$ cat src/design/shortest_path_single_source_defines.svh
// Assertion macros shared by the shortest path block.
// Included by the top level; the enclosing module must provide clk and rst.
`ifndef SHORTEST_PATH_SINGLE_SOURCE_DEFINES_SVH
`define SHORTEST_PATH_SINGLE_SOURCE_DEFINES_SVH

// The consequent must hold in the same cycle as the antecedent.
`define SPSS_ASSERT_NOW(lbl, ante, cons) \
  lbl: assert property (@(posedge clk) disable iff (rst) (ante) |-> (cons)) \
    else $error("spss check failed");

// The consequent must hold in the cycle after the antecedent.
`define SPSS_ASSERT_NEXT(lbl, ante, cons) \
  lbl: assert property (@(posedge clk) disable iff (rst) (ante) |=> (cons)) \
    else $error("spss check failed");

`endif

$ cat src/design/spss_pkg.sv
// Shared types and constants for the shortest path block.
// Used by the edge memory, the node memory and the top level; no dependencies.
package spss_pkg;

  localparam int MAX_NODES = 32;
  localparam int MAX_EDGES = 128;
  localparam int NODE_W = 5;
  localparam int NCNT_W = 6;
  localparam int EDGE_AW = 7;
  localparam int ECNT_W = 8;
  localparam int DIST_W = 17;
  localparam int TIME_W = 12;

  // Predecessor code with bit 5 set means no predecessor.
  localparam logic [NCNT_W-1:0] NO_PRED = 6'h20;

  localparam logic MODE_ADD = 1'b0;
  localparam logic MODE_COMPUTE = 1'b1;

  localparam logic [1:0] STATUS_OK = 2'd0;
  localparam logic [1:0] STATUS_FULL = 2'd1;
  localparam logic [1:0] STATUS_RANGE = 2'd2;

  typedef struct packed {
    logic              mode;
    logic [NODE_W-1:0] road_end_a;
    logic [NODE_W-1:0] road_end_b;
    logic [TIME_W-1:0] road_time;
    logic [NODE_W-1:0] source_node;
  } in_word_t;

  typedef struct packed {
    logic [NODE_W-1:0] node_index;
    logic [DIST_W-1:0] distance;
    logic [NODE_W-1:0] predecessor;
    logic              has_predecessor;
    logic              reachable;
    logic [1:0]        status;
    logic              last;
  } out_word_t;

  typedef struct packed {
    logic [NODE_W-1:0] end_a;
    logic [NODE_W-1:0] end_b;
    logic [TIME_W-1:0] weight;
  } edge_t;

  typedef struct packed {
    logic [DIST_W-1:0] path_len;
    logic [NCNT_W-1:0] from;
    logic              finished;
    logic              reached;
  } node_t;

endpackage

$ cat src/design/spss_edge_mem.sv
// Road store: one write port, one registered read port.
// Depends on spss_pkg for the entry type and depth.
module spss_edge_mem (
  input  logic                         clk,
  input  logic                         we,
  input  logic [spss_pkg::EDGE_AW-1:0] waddr,
  input  spss_pkg::edge_t              wdata,
  input  logic [spss_pkg::EDGE_AW-1:0] raddr,
  output spss_pkg::edge_t              rdata
);

  spss_pkg::edge_t mem [spss_pkg::MAX_EDGES];

  // Write and registered read.
  always_ff @(posedge clk) begin
    if (we) begin
      mem[waddr] <= wdata;
    end
    rdata <= mem[raddr];
  end

endmodule

$ cat src/design/spss_node_mem.sv
// Per-node working memory with a registered read port.
// A read of the entry written in the same cycle returns the new data.
// Depends on spss_pkg for the entry type and depth.
module spss_node_mem (
  input  logic                        clk,
  input  logic                        we,
  input  logic [spss_pkg::NODE_W-1:0] waddr,
  input  spss_pkg::node_t             wdata,
  input  logic [spss_pkg::NODE_W-1:0] raddr,
  output spss_pkg::node_t             rdata
);

  spss_pkg::node_t mem [spss_pkg::MAX_NODES];

  // Write, and read with write-through forwarding.
  always_ff @(posedge clk) begin
    if (we) begin
      mem[waddr] <= wdata;
    end
    if (we && (waddr == raddr)) begin
      rdata <= wdata;
    end else begin
      rdata <= mem[raddr];
    end
  end

endmodule

$ cat src/design/shortest_path_single_source.sv
// Single-source shortest paths over a stored road list, one node memory port.
// An add word gives its status word in the cycle after acceptance; the next word is taken
// once that result word has left. Output stalls hold up a compute word; one word at a time.
// Reset clears control state and the road count and sets node_count to 32; no clearing pass.
module shortest_path_single_source (
  input  logic                clk,
  input  logic                rst,
  input  logic                in_valid,
  output logic                in_stall,
  input  spss_pkg::in_word_t  in_word,
  output logic                out_valid,
  input  logic                out_stall,
  output spss_pkg::out_word_t out_word,
  input  logic                cfg_write_en,
  input  logic [5:0]          cfg_write_data
);

  `include "shortest_path_single_source_defines.svh"

  localparam logic [2:0] ST_IDLE = 3'd0;
  localparam logic [2:0] ST_INIT = 3'd1;
  localparam logic [2:0] ST_SCAN = 3'd2;
  localparam logic [2:0] ST_MARK = 3'd3;
  localparam logic [2:0] ST_RELAX = 3'd4;
  localparam logic [2:0] ST_OUT_RD = 3'd5;
  localparam logic [2:0] ST_OUT_LD = 3'd6;

  logic [2:0]                  state;
  logic [5:0]                  node_count;
  logic [spss_pkg::ECNT_W-1:0] edges_stored;
  logic [spss_pkg::NCNT_W-1:0] act_n;
  logic [spss_pkg::NCNT_W-1:0] icnt;
  logic [spss_pkg::ECNT_W-1:0] ecnt;
  logic [spss_pkg::NODE_W-1:0] src;
  logic                        in_acc;
  logic                        add_ok;

  // Scan and current best node.
  logic                        sv;
  logic [spss_pkg::NODE_W-1:0] sidx;
  logic                        found;
  logic [spss_pkg::NODE_W-1:0] bu;
  logic [spss_pkg::DIST_W-1:0] bd;
  logic [spss_pkg::NCNT_W-1:0] bfrom;

  // Relaxation pipeline.
  logic                        r1v;
  logic                        r2v;
  logic [spss_pkg::NODE_W-1:0] r2nb;
  logic [spss_pkg::DIST_W-1:0] r2nd;
  logic                        r1hit;
  logic [spss_pkg::NODE_W-1:0] r1nb;

  logic                        em_we;
  spss_pkg::edge_t             em_wdata;
  logic [spss_pkg::EDGE_AW-1:0] em_raddr;
  spss_pkg::edge_t             em_rdata;
  logic                        nm_we;
  logic [spss_pkg::NODE_W-1:0] nm_waddr;
  spss_pkg::node_t             nm_wdata;
  logic [spss_pkg::NODE_W-1:0] nm_raddr;
  spss_pkg::node_t             nm_rdata;

  // Single result word for an add or a rejected compute.
  function automatic spss_pkg::out_word_t status_word(input logic [1:0] code);
    spss_pkg::out_word_t w;
    w = '0;
    w.status = code;
    w.last = 1'b1;
    return w;
  endfunction

  // Active node count, clamped to the legal range.
  always_comb begin
    if (node_count == '0) begin
      act_n = 6'd1;
    end else if (node_count > 6'(spss_pkg::MAX_NODES)) begin
      act_n = 6'(spss_pkg::MAX_NODES);
    end else begin
      act_n = node_count;
    end
  end

  // A new word is taken only in idle with the result register empty.
  assign in_stall = (state != ST_IDLE) || out_valid;
  assign in_acc = in_valid && !in_stall;
  assign add_ok = ({1'b0, in_word.road_end_a} < act_n) && ({1'b0, in_word.road_end_b} < act_n)
                  && (edges_stored < 8'(spss_pkg::MAX_EDGES));

  // Road store write on an accepted add word.
  assign em_we = in_acc && (in_word.mode == spss_pkg::MODE_ADD) && add_ok;
  assign em_wdata = '{end_a: in_word.road_end_a, end_b: in_word.road_end_b,
                      weight: in_word.road_time};
  assign em_raddr = ecnt[spss_pkg::EDGE_AW-1:0];

  spss_edge_mem u_edge_mem (
    .clk   (clk),
    .we    (em_we),
    .waddr (edges_stored[spss_pkg::EDGE_AW-1:0]),
    .wdata (em_wdata),
    .raddr (em_raddr),
    .rdata (em_rdata)
  );

  // Does the road just read touch the node being finished, and where does it lead.
  always_comb begin
    r1hit = 1'b0;
    r1nb = em_rdata.end_b;
    if (({1'b0, em_rdata.end_a} < act_n) && ({1'b0, em_rdata.end_b} < act_n)) begin
      if (em_rdata.end_a == bu) begin
        r1hit = 1'b1;
        r1nb = em_rdata.end_b;
      end else if (em_rdata.end_b == bu) begin
        r1hit = 1'b1;
        r1nb = em_rdata.end_a;
      end
    end
  end

  // Node memory port control.
  always_comb begin
    nm_we = 1'b0;
    nm_waddr = icnt[spss_pkg::NODE_W-1:0];
    nm_wdata = '{path_len: '0, from: spss_pkg::NO_PRED, finished: 1'b0,
                 reached: (icnt[spss_pkg::NODE_W-1:0] == src)};
    nm_raddr = icnt[spss_pkg::NODE_W-1:0];
    case (state)
      ST_INIT: begin
        nm_we = 1'b1;
      end
      ST_MARK: begin
        nm_we = 1'b1;
        nm_waddr = bu;
        nm_wdata = '{path_len: bd, from: bfrom, finished: 1'b1, reached: 1'b1};
      end
      ST_RELAX: begin
        nm_raddr = r1nb;
        nm_waddr = r2nb;
        nm_wdata = '{path_len: r2nd, from: {1'b0, bu}, finished: nm_rdata.finished,
                     reached: 1'b1};
        nm_we = r2v && (!nm_rdata.reached || (r2nd < nm_rdata.path_len));
      end
      default: begin
      end
    endcase
  end

  spss_node_mem u_node_mem (
    .clk   (clk),
    .we    (nm_we),
    .waddr (nm_waddr),
    .wdata (nm_wdata),
    .raddr (nm_raddr),
    .rdata (nm_rdata)
  );

  // Sequencer.
  always_ff @(posedge clk) begin
    if (rst) begin
      state <= ST_IDLE;
      node_count <= 6'd32;
      edges_stored <= '0;
      out_valid <= 1'b0;
      sv <= 1'b0;
      found <= 1'b0;
      r1v <= 1'b0;
      r2v <= 1'b0;
      icnt <= '0;
      ecnt <= '0;
    end else begin
      if (cfg_write_en) begin
        node_count <= cfg_write_data;
      end
      if (out_valid && !out_stall) begin
        out_valid <= 1'b0;
      end
      case (state)
        ST_IDLE: begin
          if (in_acc) begin
            if (in_word.mode == spss_pkg::MODE_ADD) begin
              out_valid <= 1'b1;
              if (({1'b0, in_word.road_end_a} >= act_n)
                  || ({1'b0, in_word.road_end_b} >= act_n)) begin
                out_word <= status_word(spss_pkg::STATUS_RANGE);
              end else if (edges_stored >= 8'(spss_pkg::MAX_EDGES)) begin
                out_word <= status_word(spss_pkg::STATUS_FULL);
              end else begin
                out_word <= status_word(spss_pkg::STATUS_OK);
                edges_stored <= edges_stored + 8'd1;
              end
            end else if ({1'b0, in_word.source_node} >= act_n) begin
              out_valid <= 1'b1;
              out_word <= status_word(spss_pkg::STATUS_RANGE);
            end else begin
              src <= in_word.source_node;
              icnt <= '0;
              state <= ST_INIT;
            end
          end
        end
        ST_INIT: begin
          if (icnt + 6'd1 == act_n) begin
            icnt <= '0;
            sv <= 1'b0;
            found <= 1'b0;
            state <= ST_SCAN;
          end else begin
            icnt <= icnt + 6'd1;
          end
        end
        ST_SCAN: begin
          // Issue reads in index order and keep the least reached, unfinished node.
          if (icnt < act_n) begin
            icnt <= icnt + 6'd1;
            sv <= 1'b1;
            sidx <= icnt[spss_pkg::NODE_W-1:0];
          end else begin
            sv <= 1'b0;
          end
          if (sv && nm_rdata.reached && !nm_rdata.finished
              && (!found || (nm_rdata.path_len < bd))) begin
            found <= 1'b1;
            bu <= sidx;
            bd <= nm_rdata.path_len;
            bfrom <= nm_rdata.from;
          end
          if ((icnt >= act_n) && !sv) begin
            icnt <= '0;
            state <= found ? ST_MARK : ST_OUT_RD;
          end
        end
        ST_MARK: begin
          ecnt <= '0;
          r1v <= 1'b0;
          r2v <= 1'b0;
          state <= ST_RELAX;
        end
        ST_RELAX: begin
          // Road read, neighbor read, then compare and write back.
          if (ecnt < edges_stored) begin
            ecnt <= ecnt + 8'd1;
            r1v <= 1'b1;
          end else begin
            r1v <= 1'b0;
          end
          r2v <= r1v && r1hit;
          r2nb <= r1nb;
          r2nd <= bd + {5'd0, em_rdata.weight};
          if ((ecnt >= edges_stored) && !r1v && !r2v) begin
            icnt <= '0;
            sv <= 1'b0;
            found <= 1'b0;
            state <= ST_SCAN;
          end
        end
        ST_OUT_RD: begin
          if (!out_valid || !out_stall) begin
            state <= ST_OUT_LD;
          end
        end
        ST_OUT_LD: begin
          out_valid <= 1'b1;
          out_word <= '{
            node_index: icnt[spss_pkg::NODE_W-1:0],
            distance: nm_rdata.reached ? nm_rdata.path_len : '0,
            predecessor: (nm_rdata.reached && !nm_rdata.from[spss_pkg::NODE_W])
                         ? nm_rdata.from[spss_pkg::NODE_W-1:0] : '0,
            has_predecessor: nm_rdata.reached && !nm_rdata.from[spss_pkg::NODE_W],
            reachable: nm_rdata.reached,
            status: spss_pkg::STATUS_OK,
            last: (icnt + 6'd1 == act_n)
          };
          icnt <= icnt + 6'd1;
          state <= (icnt + 6'd1 == act_n) ? ST_IDLE : ST_OUT_RD;
        end
        default: begin
          state <= ST_IDLE;
        end
      endcase
    end
  end

  // Checks on the sequencer.
  `SPSS_ASSERT_NOW(a_busy_stalls, state != ST_IDLE, in_stall)
  `SPSS_ASSERT_NOW(a_store_bound, 1'b1, edges_stored <= 8'(spss_pkg::MAX_EDGES))
  `SPSS_ASSERT_NOW(a_relax_write, (state == ST_RELAX) && nm_we, r2v)
  `SPSS_ASSERT_NEXT(a_out_load, state == ST_OUT_LD, out_valid)

endmodule
$ cat config.mk
export PLATFORM = sky130hd
export DESIGN_NAME = shortest_path_single_source
export DESIGN_NICKNAME = d
export VERILOG_FILES = /design/src/design/spss_pkg.sv /design/src/design/spss_edge_mem.sv /design/src/design/spss_node_mem.sv /design/src/design/shortest_path_single_source.sv
export VERILOG_INCLUDE_DIRS = /design/src /design/src/design
export SDC_FILE = /design/constraint.sdc
export NUM_CORES = 2
export LEC_CHECK = 0
export BUFFER_PORTS_ARGS = -buffer_cell sky130_fd_sc_hd__buf_4
export CELL_PAD_IN_SITES_DETAIL_PLACEMENT = 1
export CELL_PAD_IN_SITES_GLOBAL_PLACEMENT = 1
export CORE_UTILIZATION = 50
export CTS_CLUSTER_SIZE = 20
export DETAILED_ROUTE_END_ITERATION = 10
export PLACE_DENSITY_LB_ADDON = 0.1
export SYNTH_ARGS = -nofsm -noshare
export SYNTH_HDL_FRONTEND = slang
export SYNTH_SLANG_ARGS = --single-unit
$ cat constraint.sdc
create_clock -name clk -period 9.8 [get_ports clk]
set_input_delay 0.98 -clock clk [delete_from_list [all_inputs] [get_ports clk]]
set_output_delay 0.98 -clock clk [all_outputs]
set_load 0.03 [all_outputs]
==> results.md <==
* Transition time of the tightest slew-check pin at 1.39 ns
* Post-CTS Setup Inserts at 0
* Post-Synthesis Cell Area at 0.146 sq mm
* Vias in the first global route at 70,400
* Num CTS Buffers at 386
* CP arrival at 7.49 ns
* Area leader, netlist: edfxtp_1
* Psw at 7.69 mW
* Sequential share of power at 52.4%
* Synthesized area per cell at 23.7 sq um
* Startpoint Class: register
* Outcome: completed
* Initial Utilization at 50.2%
* Clock root cell: clkbuf_16
* Layout cells sized above 1 at 33.0%
* Hpwl dp at 225,000 um
* Slew Viols, Final at 0
* Final Cycle Share at 70.4%
* Maximum clock frequency at 145 MHz
* Final setup viols at 0
* RePlAce Congestion at 0.820
* Post-route cell area at 0.165 sq mm
* Avg WL per Cell at 35.7 um
* Worst min-delay path class: input pin to register
* Min Tclk post-route at 6.90 ns
* Post-synth EDFFs at 3,708
* FFs w/ async S/R, synth at 0%
* Cts hold-fix bufs at 0
* Filler-free cell count of the finished design at 10,800
* Worst vdd ir at 0.158 mV
* Clk pwr share at 41.1%
* Syn_nets at 6,296
* Util after Layout at 56.8%
* Critical path type: register to register
* Number of fillers in the final layout at 23,700
* Worst Hold Slack at 0.260 ns
* RSZ-0062 raised after global routing: no
* P_leak at 50.1 nW
* Synth top area share at 76.3%
* Register area share after synthesis at 77.1%
* CTS tree: done
* Tot Pwr at 34.4 mW
* Post-cts resize count at 0
* Gate Count Post-Synth at 6,171
* Die width at 542 um
* YS warnings at 0
* Critical Path Max Stage Delay at 1.14 ns
* Skew final at 0.0429 ns
* Comb power frac at 6.5%
* Delay-heaviest family, CP: multiplexers
* Main synth FF type: edfxtp_1
* Crit path cell chain: buf_4 > mux4_2 > mux4_2 > mux2i_1 > ha_1 > o21a_1 > a21oi_1 > a211oi_1 > o21ai_0 > a21oi_4 > nor3_2 > buf_4
* Drt pass-1 iters at 7
* Number of max-cap violations at 0
* FP Rows at 198
* H-tree depth at 5
* Final worst setup slack at 2.90 ns
* Gr usage total at 26.4%
* Synth cell types at 71
* Slew margin rel. at 7.29%
* Die H at 542 um
* Synth top area cells: edfxtp_1 (76%), mux4_2 (18%), dfxtp_1 (0.86%)
* Core area at 0.291 sq mm
* Clock Tree Buf Depth at 4
* Final Hold Vio Count at 0
* Drt initial violations at 7,746
* Req. time, crit path at 10.39 ns
* Vias per inst at 6.31
* Pwr Density at 209 mW/mm^2
* Placed cells at 10,100
* Most common cell in the netlist: edfxtp_1
* Final Net Count at 6,704
* Crit path max fanout at 76
* Gr ovfl total at 0
* First-pass GRT wire length at 542,000 um
* Largest net degree at the start of global routing at 148
* Clock sink count at 3,771
* CP endpoint kind: register
* Via count at 68,200
* Layout area overhead at 13.1%
* #FFs+latches synth at 3,771
* Final wirelength at 386,000 um
* IO buf count at 72
* Sw frac at 22.3%
* Crit path buf inv count at 2
* Final ANT Viol Nets at 0
* Insertion delay to the later sink of the worst-skew pair at 0.95 ns
* Post-route DRC at 0
* Clock slew at reported path FFs at 0.06 ns
* Initial antenna violation count at 41
* Num ports at 73
* Cell Int Power at 26.7 mW
* Slowest CP cell: dfxtp_4
* Cell Area, Placed at 0.153 sq mm
* Setup TNS at 0 ns
* Die area at 0.294 sq mm
* Top cells by count, synth: edfxtp_1 (3,708), mux4_2 (1,165), nor2_1 (205), clkbuf_1 (176), nand2_1 (101)
* Worst slack, placed at 2.88 ns
-- sequential cells by signal, summed over array words and instances (netlist names), 6 cells and up, named ones only --
signal	count
bd	17
bfrom	6
ecnt	8
edges_stored	8
icnt	6
node_count	6
out_word	32
r2nd	17
u_edge_mem.mem	2816
u_edge_mem.rdata	22
u_node_mem.mem	800
-- layout by cell type, fill, tap and decap left out, drive strengths merged, types with 5 or more instances in the layout --
cell / synthesis / final
edfxtp: 3708 / 3708
mux4: 1165 / 1165
clkbuf: 177 / 473
buf: 137 / 334
nor2: 205 / 205
clkinv: 0 / 181
nand2: 101 / 101
ha: 85 / 85
inv: 71 / 82
dfxtp: 63 / 63
nor3: 52 / 52
a21oi: 42 / 42
o21ai: 40 / 40
mux2i: 36 / 36
mux2: 34 / 34
xnor2: 31 / 31
nand3: 29 / 29
bufinv: 0 / 24
nand4: 21 / 21
diode: 0 / 19
a21o: 19 / 19
xor2: 16 / 16
nand2b: 11 / 11
clkinvlp: 0 / 11
a211oi: 11 / 11
nor2b: 8 / 8
and2: 8 / 8
a31oi: 8 / 8
and3: 7 / 7
a22o: 7 / 7
o21a: 6 / 6
or2: 6 / 6
o211ai: 5 / 5
o31ai: 5 / 5
-- per-layer routing --
metal  global-route usage [%]  vias up  share of wire, %
met5                        0        -             0.013
met2                     41.6     2634                48
li1                         -    27300                 -
met4                     6.63        8               2.5
met1                     38.5    37800                42
met3                     4.84      448               7.3
-- worst paths after layout --
kind	start	end	slack, ns	depth (start not counted)
setup reg to reg	register	u_node_mem.mem[2][19]	2.90	12
setup / recovery	register	u_node_mem.mem[2][19]	2.90	12
hold / removal	in_word[4]	src[4]	0.26	1
hold reg to reg	sidx[1]	bu[1]	0.42	0
-- power by group through the flow --
| stage | Sequential (mW) | Clock, mW | Combinational (mW) |
|---|---|---|---|
| after floorplan | 18.3 | 0 | 1.29 |
| after global placement | 18.4 | 0 | 2.18 |
| after detailed placement | 18.4 | 0 | 2.22 |
| after CTS | 18.1 | 14.4 | 2.23 |
| after global routing | 18.1 | 14.9 | 2.37 |
| final | 18.1 | 14.1 | 2.22 |
-- area by class of cell --
type	count	area, sq um	area share, %
clock buffer	473	10100	6.14
timing repair buffer	334	2710	1.64
sequential	3771	113000	68.2
inverter	71	269	0.163
multi-input combinational	2015	32400	19.6
clock inverter	227	1950	1.18
antenna	19	47.5	0.0288
tap	3900	4880	2.96
-- cells by family (layout without fill, tap and decap cells) --
kind of cell | after synthesis | in the layout | synth area share, %
AO/OA/AOI/OAI | 180 | 180 | 0.825
XOR/XNOR | 47 | 47 | 0.282
adder cells (fa/ha/maj) | 86 | 86 | 0.742
buffers and inverters | 385 | 1105 | 1.09
flip-flops | 3771 | 3771 | 77.1
multiplexers | 1235 | 1235 | 18.5
other | 0 | 19 | 0
AND/OR/NAND/NOR | 467 | 467 | 1.43
(Power assumes the default switching activity.)
